==> config.mk <==
export PLATFORM = sky130hd
export DESIGN_NAME = fsfe_ctrl
export DESIGN_NICKNAME = d
export VERILOG_FILES = /design/src/hdl/fsfe_pkg.sv /design/src/hdl/fsfe_ctrl.sv
export SDC_FILE = /design/constraint.sdc
export NUM_CORES = 1
export LEC_CHECK = 0
export ABC_AREA = 1
export BUFFER_PORTS_ARGS = -buffer_cell sky130_fd_sc_hd__buf_2
export CAP_MARGIN = 20
export CELL_PAD_IN_SITES_DETAIL_PLACEMENT = 1
export CELL_PAD_IN_SITES_GLOBAL_PLACEMENT = 1
export CORE_AREA = 2 2 39 41
export CTS_CLUSTER_SIZE = 8
export DETAILED_ROUTE_END_ITERATION = 8
export DIE_AREA = 0 0 41 43
export PLACE_DENSITY_LB_ADDON = 0.1
export SKIP_CTS_REPAIR_TIMING = 1
export SLEW_MARGIN = 5
export SYNTH_ARGS = -nofsm -noshare
export SYNTH_HDL_FRONTEND = slang
export SYNTH_SLANG_ARGS = --single-unit
==> constraint.sdc <==
create_clock -name clk -period 1.4 [get_ports clk]
set_clock_uncertainty 0.15 [all_clocks]
set_input_delay 0.07 -clock clk [delete_from_list [all_inputs] [get_ports clk]]
set_output_delay 0.07 -clock clk [all_outputs]
set_load 0.01 [all_outputs]
==> src/hdl/fsfe_pkg.sv <==
`timescale 1ns / 1ps

package fsfe_pkg;

	localparam int FB_PIXELS = 16384;
	localparam int FB_AW     = $clog2(FB_PIXELS);
	localparam int MAX_WIDTH = 256;
	localparam int COLOR_W   = 16;

	// signed linear address: wide enough for the longest run at the widest stride
	localparam int ADDR_W = 25;
	// signed per-pixel step: up to one column plus one row
	localparam int STEP_W = 11;
	localparam int CNT_W  = 16;
	localparam int WCNT_W = 15;
	localparam int ROWW_W = 9;

	localparam logic [ROWW_W-1:0] ROW_WIDTH_RST = ROWW_W'(128);

	typedef enum logic [2:0] {
		CMD_HRUN   = 3'd0,
		CMD_VRUN   = 3'd1,
		CMD_HLINE  = 3'd2,
		CMD_VLINE  = 3'd3,
		CMD_DIAG   = 3'd4,
		CMD_RECT   = 3'd5,
		CMD_READ   = 3'd6,
		CMD_UNUSED = 3'd7
	} cmd_t;

	// controller -> datapath
	typedef struct packed {
		logic clr_en;
		logic load_in;
		logic setup;
		logic run;
		logic load_result;
	} ctl_cmd_t;

	// datapath -> controller
	typedef struct packed {
		logic clr_last;
		logic is_read;
		logic run_done;
		logic out_free;
	} dp_status_t;

endpackage

==> src/hdl/fsfe_ctrl.sv <==
`timescale 1ns / 1ps

module fsfe_ctrl
	import fsfe_pkg::*;
(
	input  logic       clk,
	input  logic       arst_n,
	input  logic       in_valid,
	output logic       in_stall,
	input  dp_status_t status,
	output ctl_cmd_t   ctl
);

	typedef enum logic [5:0] {
		ST_CLEAR = 6'b000001,
		ST_IDLE  = 6'b000010,
		ST_SETUP = 6'b000100,
		ST_RUN   = 6'b001000,
		ST_READ  = 6'b010000,
		ST_FIN   = 6'b100000
	} state_t;

	state_t state_q, state_d;

	always_ff @(posedge clk or negedge arst_n) begin
		if (!arst_n) begin
			state_q <= ST_CLEAR;
		end else begin
			state_q <= state_d;
		end
	end

	always_comb begin
		state_d = state_q;
		ctl     = '0;
		unique case (state_q)
			ST_CLEAR: begin
				ctl.clr_en = 1'b1;
				if (status.clr_last) begin
					state_d = ST_IDLE;
				end
			end
			ST_IDLE: begin
				if (in_valid) begin
					ctl.load_in = 1'b1;
					state_d     = ST_SETUP;
				end
			end
			ST_SETUP: begin
				ctl.setup = 1'b1;
				state_d   = status.is_read ? ST_READ : ST_RUN;
			end
			ST_RUN: begin
				ctl.run = 1'b1;
				if (status.run_done) begin
					state_d = ST_FIN;
				end
			end
			ST_READ: begin
				state_d = ST_FIN;
			end
			ST_FIN: begin
				if (status.out_free) begin
					ctl.load_result = 1'b1;
					state_d         = ST_IDLE;
				end
			end
			default: begin
				state_d = ST_CLEAR;
			end
		endcase
	end

	assign in_stall = (state_q != ST_IDLE);

endmodule

==> flow_summary.yaml <==
outcome:
  status: "finished with violations"
  violations: "negative hold slack, negative setup slack"
routing:
  ant_nets: 0
  vias: 439
  drc_errors: 0
  vias_per_cell: 4.53
  drt_wl_total_um: 1210
  drt_first_pass_iters: 4
  drt_iter0_markers: 1
  wl_per_cell_um: 12.5
grt:
  grt_pass1_vias: 392
  grt_max_degree: 8
  gr-total-overflow: 0
  antenna_found_initial: 0
  grt_pass1_wl_um: 1610
  grt_use_total_pct: 14.1
clock_tree:
  h-tree-depth: 1
  clk_latency_ps: 260
  root_buffer: "clkbuf_4"
  cts.sink_count: 6
  numCtsBuffers: 3
  path_clk_slew_ps: 60
  cts_buffer_depth: 2
  cts_tree: "yes"
finish:
  top_register: "state_q"
  drive_above_1_share_pct: 45.7
  diodes: 0
  reg_top3: "state_q x6"
  final_nets: 89
  final_cell_mix: "12 x inv_1, 11 x buf_2, 10 x nand2_1"
  area_growth_pct: 64.1
  largest_reg_flops: 6
  layout_commonest_cell: "inv_1"
timing:
  worst_slack_ps: -109
  grt_setup_unrepaired: "true"
  fin_setup_tns_ps: -542
  period_share_pct: 108
  fmax_mhz: 663
  worstMarginPinSlew_ps: 244
  max_slew_margin_pct: 83.7
  layout_min_cycle_time_ps: 1510
  hold_slack_ps: -11.7
  hold_viol: 2
  slew_viol_final: 0
  setup_violations: 8
die:
  fp-row-count: 14
  dieArea_mm2: 0.00176
  die_h_um: 43
  ios: 13
  core_area_mm2: 0.00138
  initial_core_util_pct: 27.7
  die_x_um: 41
critical_path:
  timing.rr.start: "state_q[5]"
  path_buf_inv: 2
  crit_fanout: 4
  path_cells: "nor2_4 > buf_12 > nand3_4 > nor2_2 > buf_2"
  reg2reg_setup_slack_ps: -50
  cp-end-kind: "output port"
  timing.rr.end: "state_q[1]"
  setup.worst_path.start_class: "flip-flop"
  cp_data_arrival_time_ps: 1290
  slowest_delay_ps: 410
  cp_slowest_cell: "dfrtp_1"
  crit_type: "reg2out"
  worst-path-stages: 5
  path_delay_family: "flip-flops"
  r2r.worst_path.cells: 8
  cp.required_ps: 1180
power_and_ir_drop:
  power_frac_seq_pct: 30.4
  power_uw: 908
  ir_drop_mv: 0.716
  p_sw_share_pct: 41.6
  p_leak_uw: 0.000370
  clkPwrFrac_pct: 21.3
  intPower_uw: 530
  combinationalPowerShare_pct: 48.3
  p_switching_uw: 378
  power_density_mw_per_mm2: 1450
synthesis:
  yosysWarnings: 0
  synth_cells: 54
  avgSynthCellArea_um2: 7.09
  yosys.cell_types.count: 11
  synthesis.area_um2: 383
  syn_nets: 61
  yosys_register_bits: 6
  synth_sequential_area_ratio_pct: 39.5
placed_design:
  finalWeightedCongestion: 0.692
  dp_hpwl_um: 728
  io_buffer_count: 12
hold_path:
  min_from: "status[1]"
  hold_end: "state_q[3]"
  hold_class: "in2reg"
  min_path_cells: 4
flow_run:
  maxCapViolCount: 0
-- cells in the mapped netlist --
| cell type | n | share of area [%] |
|---|---|---|
| nand3_1 | 3 | 3.9 |
| nand4_1 | 6 | 9.8 |
| dfrtp_1 | 5 | 33 |
| nor2_2 | 1 | 1.6 |
| nand3_2 | 1 | 2.6 |
| nand2_1 | 11 | 11 |
| o21ai_1 | 1 | 1.3 |
| nor2_4 | 3 | 8.8 |
| dfstp_2 | 1 | 6.9 |
| inv_1 | 13 | 13 |
| nor2_1 | 9 | 8.8 |
-- power groups by stage --
stage	clock network [uW]	registers (uW)	logic, uW
after detailed placement	0	273	324
after CTS	193	270	325
after floorplan	0	266	230
after global routing	215	282	496
after global placement	0	269	325
final	194	276	438
-- stage by stage --
step | setup slack, ps | util (%) | cells | instance area [um2]
2_1_floorplan | 145 | - | 54 | 383
3_5_place_dp | 42.8 | 33.5 | 82 | 463
3_3_place_gp | 61.0 | 33.5 | 82 | 463
6_report | -109 | 45.4 | 97 | 628
4_1_cts | -120 | 35.4 | 86 | 489
5_1_grt | -197 | 45.4 | 97 | 628
-- layer usage --
layer / global-route usage [%] / part of all wire (%) / vias to the layer above
met3: 4.71 / 3.6 / 4
met2: 20.0 / 52 / 10
met5: 0 / 0 / -
met1: 17.0 / 42 / 203
met4: 10.0 / 2.1 / 0
li1: - / - / 222
-- worst min-delay path, cell delays in order --
cell and delay [ps]:
buf_2 80, inv_1 30, nand4_1 110, o21ai_1 80
-- cells by family after synthesis --
logic type	synth area share [%]
simple gates	46.4
buf+inv	12.7
compound gates	1.31
flops	39.5
-- final cells by class --
| class | count | area (um2) |
|---|---|---|
| Clock buffer | 4 | 26.3 |
| Fill cell | 185 | 756 |
| Inverter | 13 | 48.8 |
| Sequential cell | 6 | 153 |
| Multi-Input combinational cell | 35 | 208 |
| Tap cell | 16 | 20.0 |
| Timing Repair Buffer | 23 | 173 |
-- worst max-delay path by stage --
stage | startpoint | to
final | state_q[5] | ctl[3]
after global routing | state_q[2] | ctl[0]
after CTS | state_q[5] | ctl[2]
after detailed placement | state_q[0] | state_q[1]
after global placement | state_q[0] | state_q[1]
after floorplan | state_q[0] | state_q[5]
(Power assumes the default switching activity.)
